--- config.mk ---
export PLATFORM = sky130hd
export DESIGN_NAME = cell_text_to_position_unit
export DESIGN_NICKNAME = d
export VERILOG_FILES = /design/src/sv/ctp_pkg.sv /design/src/sv/ctp_parse.sv /design/src/sv/cell_text_to_position_unit.sv
export SDC_FILE = /design/constraint.sdc
export NUM_CORES = 1
export LEC_CHECK = 0
export ABC_AREA = 1
export BUFFER_PORTS_ARGS = -buffer_cell sky130_fd_sc_hd__buf_2
export CAP_MARGIN = 40
export CORE_MARGIN = 8
export CORE_UTILIZATION = 39
export DETAILED_ROUTE_END_ITERATION = 8
export GPL_TIMING_DRIVEN = 0
export PLACE_DENSITY = 0.57
export SLEW_MARGIN = 20
export SYNTH_ARGS = -nofsm -noshare
export SYNTH_HDL_FRONTEND = slang
export SYNTH_SLANG_ARGS = --single-unit
export TNS_END_PERCENT = 5
--- constraint.sdc ---
create_clock -name clk -period 4.6 [get_ports clk]
set_clock_uncertainty 0.1 [all_clocks]
set_input_delay 0.46 -clock clk [delete_from_list [all_inputs] [get_ports clk]]
set_output_delay 0.46 -clock clk [all_outputs]
set_load 0.05 [all_outputs]
--- src/sv/ctp_pkg.sv ---
`timescale 1ns / 1ps
`default_nettype none
// -----------------------------------------------------------------------------
// ctp_pkg: shared types and constants for the cell text to position unit
// Holds the parser phase encoding, character codes, limits and the structs
// passed between the top level and the parse stage.
// -----------------------------------------------------------------------------
package ctp_pkg;

	// Largest one-based row and column that still give a valid position.
	localparam int ROW_LIMIT = 16384;
	localparam int COL_LIMIT = 16384;

	// Zero-based index width on the result side.
	localparam int IDX_W = 14;

	// Stored accumulator widths: they hold values up to the limit.
	localparam int ROW_W = $clog2(ROW_LIMIT + 1);
	localparam int COL_W = $clog2(COL_LIMIT + 1);

	// Widths of one multiply-accumulate step before the limit check.
	localparam int ROW_WIDE_W = $clog2(ROW_LIMIT * 10 + 10);
	localparam int COL_WIDE_W = $clog2(COL_LIMIT * 26 + 27);

	// ASCII codes that bound the letter and digit ranges.
	localparam logic [7:0] CHAR_A = 8'h41;
	localparam logic [7:0] CHAR_Z = 8'h5A;
	localparam logic [7:0] CHAR_0 = 8'h30;
	localparam logic [7:0] CHAR_9 = 8'h39;

	// Parser phase.
	typedef enum logic [1:0] {
		PH_START,
		PH_LETTERS,
		PH_DIGITS,
		PH_ERROR
	} ctp_phase_t;

	// One character of a reference as held in the input register.
	typedef struct packed {
		logic [7:0] char_code;
		logic       is_last;
	} ctp_char_t;

	// One result item.
	typedef struct packed {
		logic             valid_res;
		logic [IDX_W-1:0] row_index;
		logic [IDX_W-1:0] col_index;
	} ctp_result_t;

endpackage : ctp_pkg
`default_nettype wire

--- src/sv/ctp_parse.sv ---
`timescale 1ns / 1ps
`default_nettype none
// -----------------------------------------------------------------------------
// ctp_parse: per-character parse stage
// Keeps the phase and the row and column accumulators, advances them by one
// character when told to, and forms the result for the last character.
// -----------------------------------------------------------------------------
module ctp_parse
	import ctp_pkg::*;
(
	input  wire logic        clk,
	input  wire logic        arst_n,
	input  wire logic        take,
	input  wire ctp_char_t   in_char,
	output ctp_result_t      res
);

	ctp_phase_t       phase_q;
	ctp_phase_t       phase_d;
	logic [ROW_W-1:0] row_q;
	logic [ROW_W-1:0] row_d;
	logic [COL_W-1:0] col_q;
	logic [COL_W-1:0] col_d;

	logic                  is_letter;
	logic                  is_digit;
	logic [7:0]            letter_val;
	logic [7:0]            digit_val;
	logic [COL_WIDE_W-1:0] col_mac;
	logic [ROW_WIDE_W-1:0] row_mac;

	// Character class and the value each class contributes.
	always_comb begin
		is_letter  = (in_char.char_code >= CHAR_A) && (in_char.char_code <= CHAR_Z);
		is_digit   = (in_char.char_code >= CHAR_0) && (in_char.char_code <= CHAR_9);
		letter_val = in_char.char_code - CHAR_A + 8'd1;
		digit_val  = in_char.char_code - CHAR_0;
		col_mac    = COL_WIDE_W'(col_q) * COL_WIDE_W'(26) + COL_WIDE_W'(letter_val[4:0]);
		row_mac    = ROW_WIDE_W'(row_q) * ROW_WIDE_W'(10) + ROW_WIDE_W'(digit_val[3:0]);
	end

	// Next phase and accumulators after this character.
	always_comb begin
		phase_d = phase_q;
		row_d   = row_q;
		col_d   = col_q;
		if (phase_q != PH_ERROR) begin
			if (is_letter) begin
				if (phase_q == PH_DIGITS) begin
					phase_d = PH_ERROR;
				end else if (col_mac > COL_WIDE_W'(COL_LIMIT)) begin
					phase_d = PH_ERROR;
				end else begin
					phase_d = PH_LETTERS;
					col_d   = col_mac[COL_W-1:0];
				end
			end else if (is_digit) begin
				case (phase_q)
					PH_LETTERS: begin
						if (digit_val[3:0] == 4'd0) begin
							phase_d = PH_ERROR;
						end else begin
							phase_d = PH_DIGITS;
							row_d   = ROW_W'(digit_val[3:0]);
						end
					end
					PH_DIGITS: begin
						if (row_mac > ROW_WIDE_W'(ROW_LIMIT)) begin
							phase_d = PH_ERROR;
						end else begin
							row_d = row_mac[ROW_W-1:0];
						end
					end
					default: begin
						phase_d = PH_ERROR;
					end
				endcase
			end else begin
				phase_d = PH_ERROR;
			end
		end
	end

	// Result for a last character; the digits phase implies both numbers are in range.
	always_comb begin
		res.valid_res = (phase_d == PH_DIGITS);
		res.row_index = '0;
		res.col_index = '0;
		if (phase_d == PH_DIGITS) begin
			res.row_index = IDX_W'(row_d - ROW_W'(1));
			res.col_index = IDX_W'(col_d - COL_W'(1));
		end
	end

	// State registers; a last character returns them to the start values.
	always_ff @(posedge clk or negedge arst_n) begin
		if (!arst_n) begin
			phase_q <= PH_START;
			row_q   <= '0;
			col_q   <= '0;
		end else if (take) begin
			if (in_char.is_last) begin
				phase_q <= PH_START;
				row_q   <= '0;
				col_q   <= '0;
			end else begin
				phase_q <= phase_d;
				row_q   <= row_d;
				col_q   <= col_d;
			end
		end
	end

endmodule : ctp_parse
`default_nettype wire

--- src/sv/cell_text_to_position_unit.sv ---
`timescale 1ns / 1ps
`default_nettype none
// -----------------------------------------------------------------------------
// cell_text_to_position_unit: A1 cell reference to zero-based row and column
// Usage:
//   The slave stream carries one ASCII character per transaction in s_tdata;
//   s_tlast marks the final character of a reference. Letters give the column
//   in bijective base 26, then digits with no leading zero give the row.
//   For every character with s_tlast set, one transaction leaves on the master
//   stream: m_tuser is the valid flag, m_tdata holds row and column indices.
//   A malformed or out-of-range reference gives m_tuser 0 with zero indices.
// Timing:
//   A character accepted at one clock edge is held in the input register and
//   parsed there; a last character's result enters the result register, and
//   sets m_tvalid, once that register is free. One character is accepted
//   every cycle unless a last character waits behind a held result; the
//   multiply-accumulates and limit compares lie before the result register.
// Reset and stall:
//   Reset empties both registers and returns the parser to its start phase.
//   While m_tready is low and a result waits, characters that are not last
//   keep flowing; a last character waits in the input register and s_tready
//   drops until the pending result is taken.
// -----------------------------------------------------------------------------
module cell_text_to_position_unit
	import ctp_pkg::*;
(
	input  wire logic        clk,
	input  wire logic        arst_n,
	// Slave stream.
	input  wire logic        s_tvalid,
	output logic             s_tready,
	input  wire logic [7:0]  s_tdata,   // [7:0] char_code
	input  wire logic        s_tlast,   // is_last
	// Master stream.
	output logic             m_tvalid,
	input  wire logic        m_tready,
	output logic [31:0]      m_tdata,   // [13:0] row_index, [27:14] col_index, [31:28] zero
	output logic             m_tuser    // [0] valid_res
);

	logic        valid_s1;
	ctp_char_t   char_s1;
	logic        take;
	logic        out_free;
	ctp_result_t res;
	logic        m_valid_q;
	ctp_result_t res_q;

	// Handshake between input register, parse stage and result register.
	always_comb begin
		out_free = !m_valid_q || m_tready;
		take     = valid_s1 && (!char_s1.is_last || out_free);
		s_tready = !valid_s1 || take;
	end

	// Input register control.
	always_ff @(posedge clk or negedge arst_n) begin
		if (!arst_n) begin
			valid_s1 <= 1'b0;
		end else if (s_tready) begin
			valid_s1 <= s_tvalid;
		end
	end

	// Input register payload.
	always_ff @(posedge clk) begin
		if (s_tvalid && s_tready) begin
			char_s1.char_code <= s_tdata;
			char_s1.is_last   <= s_tlast;
		end
	end

	ctp_parse u_parse (
		.clk     (clk),
		.arst_n  (arst_n),
		.take    (take),
		.in_char (char_s1),
		.res     (res)
	);

	// Result register control.
	always_ff @(posedge clk or negedge arst_n) begin
		if (!arst_n) begin
			m_valid_q <= 1'b0;
		end else if (take && char_s1.is_last) begin
			m_valid_q <= 1'b1;
		end else if (m_tready) begin
			m_valid_q <= 1'b0;
		end
	end

	// Result register payload.
	always_ff @(posedge clk) begin
		if (take && char_s1.is_last) begin
			res_q <= res;
		end
	end

	// Master stream outputs.
	always_comb begin
		m_tvalid = m_valid_q;
		m_tuser  = res_q.valid_res;
		m_tdata  = {4'b0000, res_q.col_index, res_q.row_index};
	end

	// An invalid result carries zero indices.
	a_invalid_zero : assert property (@(posedge clk) disable iff (!arst_n)
		m_tvalid && !m_tuser |-> m_tdata == 32'd0)
		else $error("invalid result with nonzero indices");

	// A new result only follows a last character taken from the input register.
	a_result_source : assert property (@(posedge clk) disable iff (!arst_n)
		$rose(m_tvalid) |-> $past(valid_s1 && char_s1.is_last))
		else $error("result appeared without a last character");

	// The slave side stalls only when a last character waits behind a held result.
	a_stall_cause : assert property (@(posedge clk) disable iff (!arst_n)
		!s_tready |-> valid_s1 && char_s1.is_last && m_tvalid && !m_tready)
		else $error("slave stalled without a pending result");

	// A held result stays put while the master side stalls.
	a_hold_result : assert property (@(posedge clk) disable iff (!arst_n)
		m_tvalid && !m_tready |=> m_tvalid && $stable(m_tdata) && $stable(m_tuser))
		else $error("held result changed during stall");

endmodule : cell_text_to_position_unit
`default_nettype wire
== After elaboration in Yosys (flattened, before gate mapping) ==
Cells that the tools add are included.

* Word-level logic and storage cells: 65
* ROM bits: 0
* Memories: 0
* Latch bits: 0
* Memory bits (writable): 0
* Register bits: 72
* Output and inout port bits: 35

* Eq/ne operators: 4
* Shifts and indexed selects: 0
* Magnitude comparators: 6
* Multipliers: 2
* Div/mod/pow operators: 0
* Multiplexer cells: 23
* Bitwise operators: 0
* Reductions and logical operators: 13
* Add/subtract/negate cells: 7

{| class="wikitable"
|+ Operator list
! kind !! count
|-
| 15-bit 2-to-1 mux || 11
|-
| 15-bit case mux with 2 select lines || 1
|-
| 14-bit by 1-bit subtractor with 14-bit output (second input constant) || 2
|-
| 19-bit by 5-bit adder with 19-bit output || 1
|-
| 19-bit by 15-bit greater-than comparator with 1-bit output (second input constant) || 1
|-
| 18-bit by 4-bit adder with 18-bit output || 1
|-
| 18-bit by 15-bit greater-than comparator with 1-bit output (second input constant) || 1
|-
| 15-bit by 4-bit multiplier with 18-bit output (second input constant) || 1
|-
| 15-bit by 3-bit multiplier with 17-bit output (second input constant) || 1
|-
| 2-bit 2-to-1 mux || 7
|-
| 8-bit by 6-bit greater-or-equal comparator with 1-bit output (second input constant) || 1
|-
| 8-bit by 7-bit greater-or-equal comparator with 1-bit output (second input constant) || 1
|-
| 8-bit by 6-bit <= comparator with 1-bit output (second input constant) || 1
|-
| 8-bit by 7-bit <= comparator with 1-bit output (second input constant) || 1
|-
| 5-bit by 1-bit adder with 5-bit output (second input constant) || 1
|-
| 1-bit logical AND || 5
|-
| 5-bit by 1-bit subtractor with 5-bit output (second input constant) || 1
|-
| 2-bit equality test (second input constant) || 2
|-
| 4-bit logical NOT || 1
|-
| 2-bit case mux with 2 select lines || 1
|-
| 4-bit by 1-bit subtractor with 4-bit output (second input constant) || 1
|-
| 1-bit logical NOT || 3
|-
| 1-bit logical OR || 3
|-
| 1-bit 2-to-1 mux || 3
|-
| 3 further kinds || 3
|}

== Logic depth before layout (Yosys ltp) ==
Gate-level depths: netlist (run 1).

* Word-level depth: 9
* Gate-level depth with buffers: 33

== Modules after synthesis ==
A second synthesis (run 1) with hierarchy kept.

* Cell total of the unflattened synthesis: 1099
* Area total of the unflattened synthesis: 7707.4 um^2

{| class="wikitable"
|+ Modules (own cells, without submodules)
! module !! area each (um^2) !! cells each !! times used
|-
| ctp_parse || 6422.4 || 1041 || 1
|-
| cell_text_to_position_unit || 1285.0 || 58 || 1
|}

== Least setup slack after synthesis (run 1) ==
OpenSTA, ideal clock, no wires.

* Kind: flip-flop to flip-flop
* Start point: reg u_parse.col_q[1]
* End point: reg res_q (netlist bit m_tdata[26]) (data pin)
* Arrival: 4231 ps
* Slack: 17 ps
* Buffers on the path: 1
* Setup time: 253 ps
* Stages on the path, launching flop included: 26
* Clock period less this slack: 4583 ps
* Cells stage by stage: dfrtp_1 -> ha_1 -> fa_1 -> fa_1 -> nand2_1 -> nor2_1 -> nand2_1 -> nand2_1 -> nand2_1 -> nor2_4 -> nand4_2 -> nor2_2 -> nand3_1 -> xor2_1 -> nand2_1 -> nand3_4 -> nor2_8 -> buf_8 -> nand2_1 -> o21ai_2 -> ha_1 -> nand2_4 -> nor2_2 -> nand3_1 -> nor2_1 -> nor2_1

* Word-level cells in the longest chain between the ends: 8
* Elaborated cells on any way between the ends: 13

{| class="wikitable"
|+ RTL lines
! what !! RTL line !! text
|-
| start, declared || ctp_parse.sv:22 || <nowiki>logic [COL_W-1:0] col_q;</nowiki>
|-
| start signal, assigned || ctp_parse.sv:109 || <nowiki>col_q <= col_d;</nowiki>
|-
| 15-bit by 4-bit multiplier with 18-bit output || ctp_parse.sv:38 || <nowiki>col_mac = COL_WIDE_W'(col_q) * COL_WIDE_W'(26) + COL_WIDE_W'(letter_val[4:0]);</nowiki>
|-
| 19-bit by 5-bit adder with 19-bit output || ctp_parse.sv:38 ||
|-
| 19-bit by 15-bit greater-than comparator with 1-bit output || ctp_parse.sv:51 || <nowiki>end else if (col_mac > COL_WIDE_W'(COL_LIMIT)) begin</nowiki>
|-
| 15-bit 2-to-1 mux or 2-bit 2-to-1 mux (tied branches) || ctp_parse.sv:51 ||
|-
| 15-bit 2-to-1 mux or 2-bit 2-to-1 mux (tied branches) || ctp_parse.sv:49 || <nowiki>if (phase_q == PH_DIGITS) begin</nowiki>
|-
| 15-bit 2-to-1 mux or 2-bit 2-to-1 mux (tied branches) || ctp_parse.sv:48 || <nowiki>if (is_letter) begin</nowiki>
|-
| 15-bit 2-to-1 mux or 2-bit 2-to-1 mux (tied branches) || ctp_parse.sv:47 || <nowiki>if (phase_q != PH_ERROR) begin</nowiki>
|-
| 14-bit by 1-bit subtractor with 14-bit output or 2-bit equality test (tied branches) || ctp_parse.sv:91, ctp_parse.sv:89 ||
|-
| end signal, assigned || cell_text_to_position_unit.sv:95 || <nowiki>res_q <= res;</nowiki>
|-
| end, declared || cell_text_to_position_unit.sv:47 || <nowiki>ctp_result_t res_q;</nowiki>
|}

Parallel ways exist; a longest one is shown, timed or not.
A chain may end at the register's enable or synchronous reset.

== Worst setup path in the final report (run 1) ==
Ends and elaborated chain as after synthesis.

==> results of run 1 <==
## final cells by class
cell class	count	area (µm²)	share of cell area
Multi-Input combinational cell	862	5453	0.5778
Sequential cell	72	2003	0.2123
Inverter	194	732.0	0.07757
Timing Repair Buffer	80	519.2	0.05503
Tap cell	265	331.6	0.03514
Clock buffer	12	236.5	0.02506
Buffer	18	131.4	0.01392
Clock inverter	4	30.03	0.003182
## synthesized netlist by cell type, types with 4 or more instances
cell | instances | share of area
nand2_1 | 337 | 0.16
inv_1 | 182 | 0.088
nor2_1 | 104 | 0.050
nand3_1 | 91 | 0.059
ha_1 | 70 | 0.11
nand4_1 | 42 | 0.034
edfxtp_1 | 38 | 0.15
a21oi_1 | 35 | 0.023
dfrtp_1 | 34 | 0.11
o21ai_0 | 33 | 0.021
o22ai_1 | 25 | 0.020
nand2_2 | 22 | 0.018
fa_1 | 15 | 0.039
nor2_2 | 11 | 0.0089
inv_2 | 9 | 0.0044
buf_4 | 7 | 0.0068
clkbuf_1 | 7 | 0.0034
nor3_1 | 7 | 0.0045
nand3_2 | 6 | 0.0078
xor2_1 | 6 | 0.0068
nand3b_1 | 5 | 0.0048
nand2_4 | 4 | 0.0058
o21a_1 | 4 | 0.0039
o21ai_1 | 4 | 0.0026
## per-layer routing
layer / GRT usage / up-vias / wire, µm
li1: - / 3910 / -
met1: 0.2306 / 3525 / 10260
met2: 0.3208 / 144 / 11020
met3: 0.02769 / 26 / 799
met4: 0.05904 / 0 / 478
met5: 0 / - / 0
## power breakdown
part           total [mW]  switching, mW  internal [mW]
clock               0.657          0.289          0.368
combinational        1.74           1.13          0.615
sequential          0.795         0.0463          0.749
total                3.19           1.46           1.73
## stage by stage
step,instance area (µm²),utilization
floorplan,7756,-
global placement,8303,0.4266
detailed placement,8323,0.4276
CTS,8970,0.4609
global route,9437,0.4849
finish,9437,0.4849
## worst max-delay path, delay by kind of cell (launching register included)
kind            cells  cell delay, ns
simple gates       18            1.48
fa+ha+maj           3            1.36
buf+inv             6            0.75
flops               1            0.44
compound gates      1            0.21
## timing repair
| action | 4_1_cts | 5_1_grt |
|---|---|---|
| endpoints found under the setup margin | 29 | 29 |
| hold endpoints to repair | 6 | 0 |
| resized for setup | 51 | 101 |
| pin swaps | 21 | 48 |
| setup buffers | 20 | 15 |
| hold buffers | 1 | 0 |
## flip-flops by register name, indices dropped and copies added (netlist names)
register and flops:
u_parse.phase_q 2, u_parse.row_q 15, u_parse.col_q 15, m_tdata 28
m_tuser 1, valid_s1 1, m_tvalid 1, char_s1 9
## worst paths after layout
kind / startpoint / to / slack, ns / cells after the start
worst max-delay path: u_parse.col_q[1]$_DFFE_PN0P_ / m_tdata[26]$_SDFFCE_PN0P_ / -0.005 / 28
worst min-delay path: s_tdata[3] / char_s1[4]$_DFFE_PP_ / 0.19 / 1
worst max register to register: u_parse.col_q[1]$_DFFE_PN0P_ / m_tdata[26]$_SDFFCE_PN0P_ / -0.005 / 28
worst min register to register: m_tvalid$_DFFE_PN0P_ / m_tvalid$_DFFE_PN0P_ / 0.44 / 2
max in group asynchronous: arst_n / u_parse.col_q[1]$_DFFE_PN0P_ / 3.56 / 3
min in group asynchronous: arst_n / u_parse.row_q[8]$_DFFE_PN0P_ / 0.39 / 2
## cells by family (layout without fill, tap and decap cells)
kind of cell	Yosys count	count (layout)	synth area share
adders and majority gates	85	85	0.1519
DFF	72	72	0.2572
xor gates and xnor gates	11	11	0.01438
AOI/OAI and AO/OA	117	117	0.08789
buffers and inverters	212	308	0.1099
and+or+nand+nor	645	645	0.3784
other	1	4	0.0004842
==> impl_metrics.csv, run 1 <==
group,metric,value,unit
detailed_routing,drtIter0Drc,454,
die,fp.dieW,156.9,µm
clocking,cts_buffer_depth,2,
detailed_routing,postRouteAntennaNets,0,
global_routing,antenna_found_initial,0,
timing,fmax,217.1,MHz
synth,syn_area_per_cell,6.776,µm²
job,cap_violations,0,
detailed_routing,post-route-drc-count,0,
final_layout,layout_commonest_cell,"nand2_1",
power_and_ir_drop,peakVddDrop,190.7,µV
placed_design,dp.final_hpwl,17.43,mm
detailed_routing,vias,7605,
die,rows,51,
critical_path,cp-end-kind,"flip-flop",
die,core_area,19460,µm²
placed_design,dp_slack,-0.6449,ns
power_and_ir_drop,p_per_area,338.5,nW/µm²
clocking,clockRootBuffer,"clkbuf_16",
critical_path,cp_max_fo,6,
timing,worst_slew_pin_slew,0.6927,ns
detailed_routing,routedWlPerCell,14.97,µm
timing,period_share,1.001,
placed_design,io_buffers,43,
synth,netlist_area,7745,µm²
global_routing,grt_pass1_vias,7277,
synth,ys_warn_count,0,
timing,fin_hold_ws,0.1902,ns
critical_path,cp.required,4.60,ns
worst_hold_path,holdCritPathClass,"in2reg",
synth,synth_cells,1143,
timing,tns,-0.008529,ns
power_and_ir_drop,leakage,4.811,nW
status,outcome,"finished, violations left",
clocking,path_clk_slew,0.06,ns
power_and_ir_drop,total_power,3.194,mW
critical_path,crit_top_cell,"nand2_2",
timing,final_hold_viol_count,0,
global_routing,track_usage,0.1847,
synth,ys_ff_latch,72,
synth,yosysSeqAreaShare,0.2572,
critical_path,cp.arrival,4.61,ns
global_routing,grt_pass1_wl,36.40,mm
status,violations,"negative setup slack",
timing,finalSetupViolations,2,
synth,synth_edf_count,38,
placed_design,dp.cells,1455,
die,dieArea,24620,µm²
critical_path,critPathSlowestCell,"fa_2",
global_routing,grt_start_max_net_pins,32,
global_routing,grt_overflow,0,
placed_design,gp_congestion,0.8458,
clocking,clock_latency,0.35,ns
final_layout,drive_gt1_frac,0.2206,
detailed_routing,first_pass_iters,5,
clocking,cts_tree,"yes",
timing,min_period,4.605,ns
clocking,cts-buffers-inserted,9,
timing,finalMaxSlewViolations,0,
critical_path,path_class,"reg2reg",
final_layout,fillers,1985,
die,die_h,156.9,µm
die,start_util,0.3979,
clocking,htreeDepth,3,
final_layout,final_cell_mix,"310 x nand2_1, 178 x inv_1, 85 x nor2_1",
clocking,clock-sinks,72,
detailed_routing,viasPerCell,5.046,
synth,synth_cell_types,53,
timing,max_slew_margin,0.5382,
final_layout,nets,1335,
critical_path,slowest_delay,0.60,ns
critical_path,cp-start-kind,"flip-flop",
final_layout,area_growth,21.84,%
final_layout,stdcell_count,1507,
timing,rsz0062_at_grt,"yes",
die,io-pin-count,48,
timing,setup_slack,-0.005328,ns
detailed_routing,wl,22.56,mm
synth,synth_flop_cell,"edfxtp_1",
final_layout,num_antenna_cells,0,
synth,ys_async_sr_fraction,0.4722,
No activity file was read; power rests on OpenSTA's default activity.
==> run 2, diff against run 1 <==
==> constraint.sdc (replaced) <==
create_clock -name clk -period 4.6 [get_ports clk]
set_clock_uncertainty 0.1 [all_clocks]
set_input_delay 0.23 -clock clk [delete_from_list [all_inputs] [get_ports clk]]
set_output_delay 0.23 -clock clk [all_outputs]
set_load 0.05 [all_outputs]
==> run 2 against run 1 <==
Net effect:
- the run now ends clean
- register-to-register slack about the same
- sequential share of layout area shrank 0.20 points
- die area is the same
- combinational power barely moved
- non-clock buffer count up 9
- critical path type unchanged
- largest cell class unchanged
==> impl_metrics.csv, run 2 (synthesis gave the netlist of run 1 again) <==
group,metric,value,unit
detailed_routing,vias,7616,
timing,finalMaxSlewViolations,0,
clocking,cts_buffer_depth,2,
detailed_routing,postRouteAntennaNets,0,
critical_path,rr_worst_depth,28,
timing,min_period,4.597,ns
worst_hold_path,whs_path_depth,3,
critical_path,slowest_delay,0.60,ns
detailed_routing,post-route-drc-count,0,
detailed_routing,routedWlPerCell,14.85,µm
critical_path,r2r_slack,0.003,ns
clocking,cts-buffers-inserted,9,
final_layout,finalInstanceArea,9527,µm²
critical_path,cp.required,4.60,ns
clocking,htreeDepth,3,
job,cap_violations,0,
placed_design,dp.final_hpwl,17.43,mm
worst_hold_path,worstHoldStart,"s_tvalid",
final_layout,num_antenna_cells,0,
clocking,clockRootBuffer,"clkbuf_16",
critical_path,cp_max_fo,6,
timing,rsz0062_at_grt,"yes",
placed_design,dp.cells,1455,
timing,max_slew_margin,0.5316,
final_layout,layout_commonest_cell,"nand2_1",
global_routing,grt_pass1_vias,7324,
placed_design,dp_slack,-0.6449,ns
die,dieArea,24620,µm²
critical_path,crit_top_cell,"nand2_2",
final_layout,final_cell_mix,"310 x nand2_1, 178 x inv_1, 85 x nor2_1",
critical_path,crit_family,"simple AND/OR/NAND/NOR gates",
final_layout,largest_reg_flops,28,
power_and_ir_drop,peakVddDrop,190.1,µV
final_layout,nets,1344,
critical_path,cp_num_buf_inv,6,
final_layout,area_growth,23.00,%
timing,finalSetupViolations,0,
final_layout,stdcell_count,1516,
power_and_ir_drop,leakage,4.848,nW
worst_hold_path,holdCritPathClass,"in2reg",
die,die_h,156.9,µm
global_routing,grt_pass1_wl,36.49,mm
status,outcome,"completed",
final_layout,fillers,1978,
placed_design,io_buffers,43,
critical_path,path_class,"reg2reg",
timing,period_share,0.9993,
detailed_routing,first_pass_iters,5,
detailed_routing,drtIter0Drc,441,
critical_path,r2r-end,"m_tdata[26]$_SDFFCE_PN0P_",
detailed_routing,viasPerCell,5.024,
final_layout,drive_gt1_frac,0.2190,
critical_path,cp-end-kind,"flip-flop",
global_routing,grt_start_max_net_pins,32,
global_routing,track_usage,0.1850,
clocking,clock-sinks,72,
detailed_routing,wl,22.51,mm
die,core_area,19460,µm²
critical_path,cp-start-kind,"flip-flop",
die,start_util,0.3979,
clocking,path_clk_slew,0.06,ns
timing,worst_slew_pin_slew,0.7025,ns
timing,setup_slack,0.003216,ns
global_routing,antenna_found_initial,0,
final_layout,utilization,0.4895,
clocking,clock_latency,0.35,ns
critical_path,critPathSlowestCell,"fa_2",
global_routing,grt_overflow,0,
die,rows,51,
die,fp.dieW,156.9,µm
clocking,cts_tree,"yes",
critical_path,r2r-start,"u_parse.col_q[1]$_DFFE_PN0P_",
critical_path,cp.arrival,4.60,ns
worst_hold_path,holdPathEnd,"valid_s1$_DFFE_PN0N_",
placed_design,placed_area,8323,µm²
timing,final_hold_viol_count,0,
die,io-pin-count,48,
power_and_ir_drop,p_per_area,335.7,nW/µm²
timing,fmax,217.5,MHz
placed_design,gp_congestion,0.8458,
## run 2: area by class of cell
cell class	count	area, µm²	area share
plain buffers	18	131.4	0.01379
clock buffers	12	236.5	0.02482
clock inverters	4	30.03	0.003152
inverters	194	732.0	0.07683
multi-input cells	862	5453	0.5724
flip-flops and latches	72	2003	0.2103
well taps	265	331.6	0.03480
repair buffers	89	609.3	0.06396
## run 2: power by group
group,internal (mW),switching (mW)
clock,0.368,0.289
sequential,0.749,0.0459
combinational,0.620,1.13
## run 2: routing by layer
| metal | part of all wire | vias to the layer above | track usage |
|---|---|---|---|
| li1 | - | 3922 | - |
| met1 | 0.45 | 3520 | 0.2314 |
| met2 | 0.49 | 147 | 0.3208 |
| met3 | 0.037 | 27 | 0.02769 |
| met4 | 0.022 | 0 | 0.05904 |
| met5 | 0 | - | 0 |
## run 2: timing repair
| action | in CTS | in global routing |
|---|---|---|
| hold buffers | 10 | 0 |
| gates resized for setup | 51 | 101 |
| setup endpoints to repair | 29 | 29 |
| pin swaps | 21 | 48 |
| endpoints found under the hold margin | 43 | 0 |
| setup buffers | 20 | 15 |
## run 2: worst max path at each step
stage	startpoint	endpoint	slack [ns]	cells past startpoint
5_1_grt	u_parse.col_q[1]$_DFFE_PN0P_	m_tdata[23]$_SDFFCE_PN0P_	-0.20	25
6_report	u_parse.col_q[1]$_DFFE_PN0P_	m_tdata[26]$_SDFFCE_PN0P_	0.003	28
3_3_place_gp	u_parse.col_q[1]$_DFFE_PN0P_	m_tdata[0]$_SDFFCE_PN0P_	-0.63	23
4_1_cts	u_parse.col_q[2]$_DFFE_PN0P_	m_tdata[26]$_SDFFCE_PN0P_	-0.06	25
3_5_place_dp	u_parse.col_q[1]$_DFFE_PN0P_	m_tdata[0]$_SDFFCE_PN0P_	-0.64	23
2_1_floorplan	u_parse.col_q[1]$_DFFE_PN0P_	m_tdata[26]$_SDFFCE_PN0P_	0.02	25
## run 2: per-stage QoR
stage	setup TNS (ns)	hold slack (ns)	power (mW)
detailed placement	-11.60	-0.0006613	2.208
global placement	-11.81	0.2984	2.201
global route	-2.164	0.08048	3.421
floorplan	0	-0.1656	1.881
CTS	-0.3772	0.01262	3.012
finish	0	0.008994	3.198
## run 2: worst min-delay path, delay by kind of cell
family,cells,cell delay (ns)
simple gates,2,0.11
buf+inv,1,0.08
==> run 3, diff against run 2 <==
CORE_ASPECT_RATIO = 0.8   (was not set)
==> run 3 against run 2 <==
Net effect:
- critical path depth shrank 5
- global-route usage shrank 0.29 points
- final cell count is 0.40% lower
- power fell by 0.33%
- utilization down 0.91 points
- largest power group unchanged
- highest routed layer unchanged
==> impl_metrics.csv, run 3 (synthesis gave the netlist of run 1 again) <==
group,metric,value,unit
power_and_ir_drop,leakage,4.810,nW
global_routing,grt_start_max_net_pins,32,
placed_design,dp.final_hpwl,17.69,mm
final_layout,area_growth,21.74,%
timing,max_slew_margin,0.5517,
critical_path,cp-start-kind,"flip-flop",
detailed_routing,viasPerCell,5.011,
die,core_area,19630,µm²
placed_design,io_buffers,43,
die,rows,46,
critical_path,r2r-start,"u_parse.col_q[2]$_DFFE_PN0P_",
power_and_ir_drop,peakVddDrop,231.4,µV
worst_hold_path,holdPathEnd,"m_tvalid$_DFFE_PN0P_",
clocking,path_clk_slew,0.06,ns
final_layout,finalInstanceArea,9429,µm²
final_layout,stdcell_count,1510,
placed_design,placed_area,8322,µm²
die,io-pin-count,48,
critical_path,cp_max_fo,5,
die,start_util,0.3946,
clocking,cts_buffer_depth,2,
critical_path,path_class,"reg2reg",
final_layout,drive_gt1_frac,0.2095,
final_layout,num_antenna_cells,0,
worst_hold_path,holdCritPathClass,"in2reg",
timing,finalSetupViolations,0,
detailed_routing,drtIter0Drc,637,
timing,finalMaxSlewViolations,0,
timing,period_share,0.9978,
die,die_h,142.0,µm
global_routing,antenna_found_initial,0,
detailed_routing,first_pass_iters,4,
global_routing,grt_overflow,0,
die,fp.dieW,173.6,µm
timing,tns,0,ns
critical_path,rr_worst_depth,23,
final_layout,nets,1339,
power_and_ir_drop,total_power,3.187,mW
critical_path,cp-end-kind,"flip-flop",
timing,worst_slew_pin_slew,0.6725,ns
global_routing,grt_pass1_vias,6939,
timing,min_period,4.590,ns
clocking,clock_latency,0.34,ns
critical_path,startpoint,"u_parse.col_q[2]$_DFFE_PN0P_",
detailed_routing,routedWlPerCell,15.01,µm
critical_path,cp.arrival,4.59,ns
final_layout,layout_commonest_cell,"nand2_1",
worst_hold_path,worstHoldStart,"m_tready",
job,cap_violations,0,
final_layout,largest_reg_flops,28,
placed_design,dp.cells,1454,
global_routing,track_usage,0.1821,
timing,rsz0062_at_grt,"yes",
critical_path,cp.required,4.60,ns
timing,fmax,217.9,MHz
detailed_routing,wl,22.66,mm
clocking,htreeDepth,3,
worst_hold_path,whs_path_depth,4,
placed_design,gp_congestion,0.8813,
clocking,cts-buffers-inserted,9,
clocking,clock-sinks,72,
die,dieArea,24650,µm²
power_and_ir_drop,p_per_area,338.0,nW/µm²
status,outcome,"completed",
detailed_routing,post-route-drc-count,0,
clocking,cts_tree,"yes",
detailed_routing,postRouteAntennaNets,0,
critical_path,r2r-end,"m_tdata[26]$_SDFFCE_PN0P_",
final_layout,final_cell_mix,"309 x nand2_1, 177 x inv_1, 91 x nor2_1",
detailed_routing,vias,7566,
critical_path,r2r_slack,0.01,ns
global_routing,grt_pass1_wl,36.35,mm
clocking,clockRootBuffer,"clkbuf_16",
timing,final_hold_viol_count,0,
final_layout,fillers,1957,
run 3: cell count changes in the layout (fill, tap and decap cells not counted), sizes merged:
cell,delta
buf,-4
clkbuf,-3
inv,+2
run 3: what timing repair did:
action / 4_1_cts / 5_1_grt
hold endpoints to repair: 43 / 0
resized for setup: 46 / 87
endpoints found under the setup margin: 29 / 28
gates cloned: 0 / 1
hold buffers: 10 / 0
setup buffers: 16 / 13
pin swaps: 10 / 38
run 3: where the power goes:
group | leakage (nW) | internal, mW | switching [mW]
Sequential | 0.816 | 0.749 | 0.0514
Clock | 0.131 | 0.367 | 0.292
Combinational | 3.86 | 0.611 | 1.12
run 3: worst max-delay path: stages, from the launching register on:
cell,delay (ns)
dfrtp_2,0.47
ha_4,0.27
fa_1,0.50
fa_2,0.61
nand2_1,0.08
a21boi_2,0.17
nand2_1,0.08
nand2_2,0.08
nor2_4,0.14
nand4_4,0.12
nor2_4,0.11
nand3_2,0.08
xor2_2,0.24
nand2_2,0.10
nand3_4,0.12
nor2_8,0.05
clkbuf_16,0.15
buf_4,0.13
o21ai_4,0.21
nand2_2,0.12
nor2_4,0.15
nand3_2,0.09
nor2_1,0.10
nor2_1,0.06
run 3: worst max-delay path by stage:
stage | end | slack [ns] | depth (start not counted)
after floorplan | m_tdata[26]$_SDFFCE_PN0P_ | 0.02 | 25
after global placement | m_tdata[26]$_SDFFCE_PN0P_ | -0.60 | 27
after detailed placement | m_tdata[26]$_SDFFCE_PN0P_ | -0.61 | 27
after CTS | m_tdata[26]$_SDFFCE_PN0P_ | -0.01 | 26
after global routing | m_tdata[26]$_SDFFCE_PN0P_ | -0.20 | 32
final | m_tdata[26]$_SDFFCE_PN0P_ | 0.01 | 23
run 3: through the flow:
stage / util / setup WS (ns) / hold WS (ns)
global placement: 0.4230 / -0.5993 / 0.2996
CTS: 0.4586 / -0.01362 / 0.04742
floorplan: - / 0.01652 / -0.1656
finish: 0.4804 / 0.01006 / 0.05954
detailed placement: 0.4240 / -0.6149 / -0.006866
global route: 0.4804 / -0.2033 / 0.07245
run 3: layout make-up:
class | instances | area [µm²] | share of cell area
clock inverters | 6 | 42.54 | 0.004512
clock buffers | 10 | 229.0 | 0.02428
flip-flops and latches | 72 | 2003 | 0.2124
repair buffers | 84 | 581.8 | 0.06170
well taps | 264 | 330.3 | 0.03503
multi-input cells | 862 | 5383 | 0.5709
inverters | 194 | 733.2 | 0.07776
plain buffers | 18 | 126.4 | 0.01340
run 3: per-layer routing:
metal,vias to the layer above,global-route usage,share of wire
li1,3917,-,-
met1,3438,0.2902,0.55
met2,194,0.2416,0.37
met3,17,0.04031,0.066
met4,0,0.02944,0.0079
met5,-,0,0
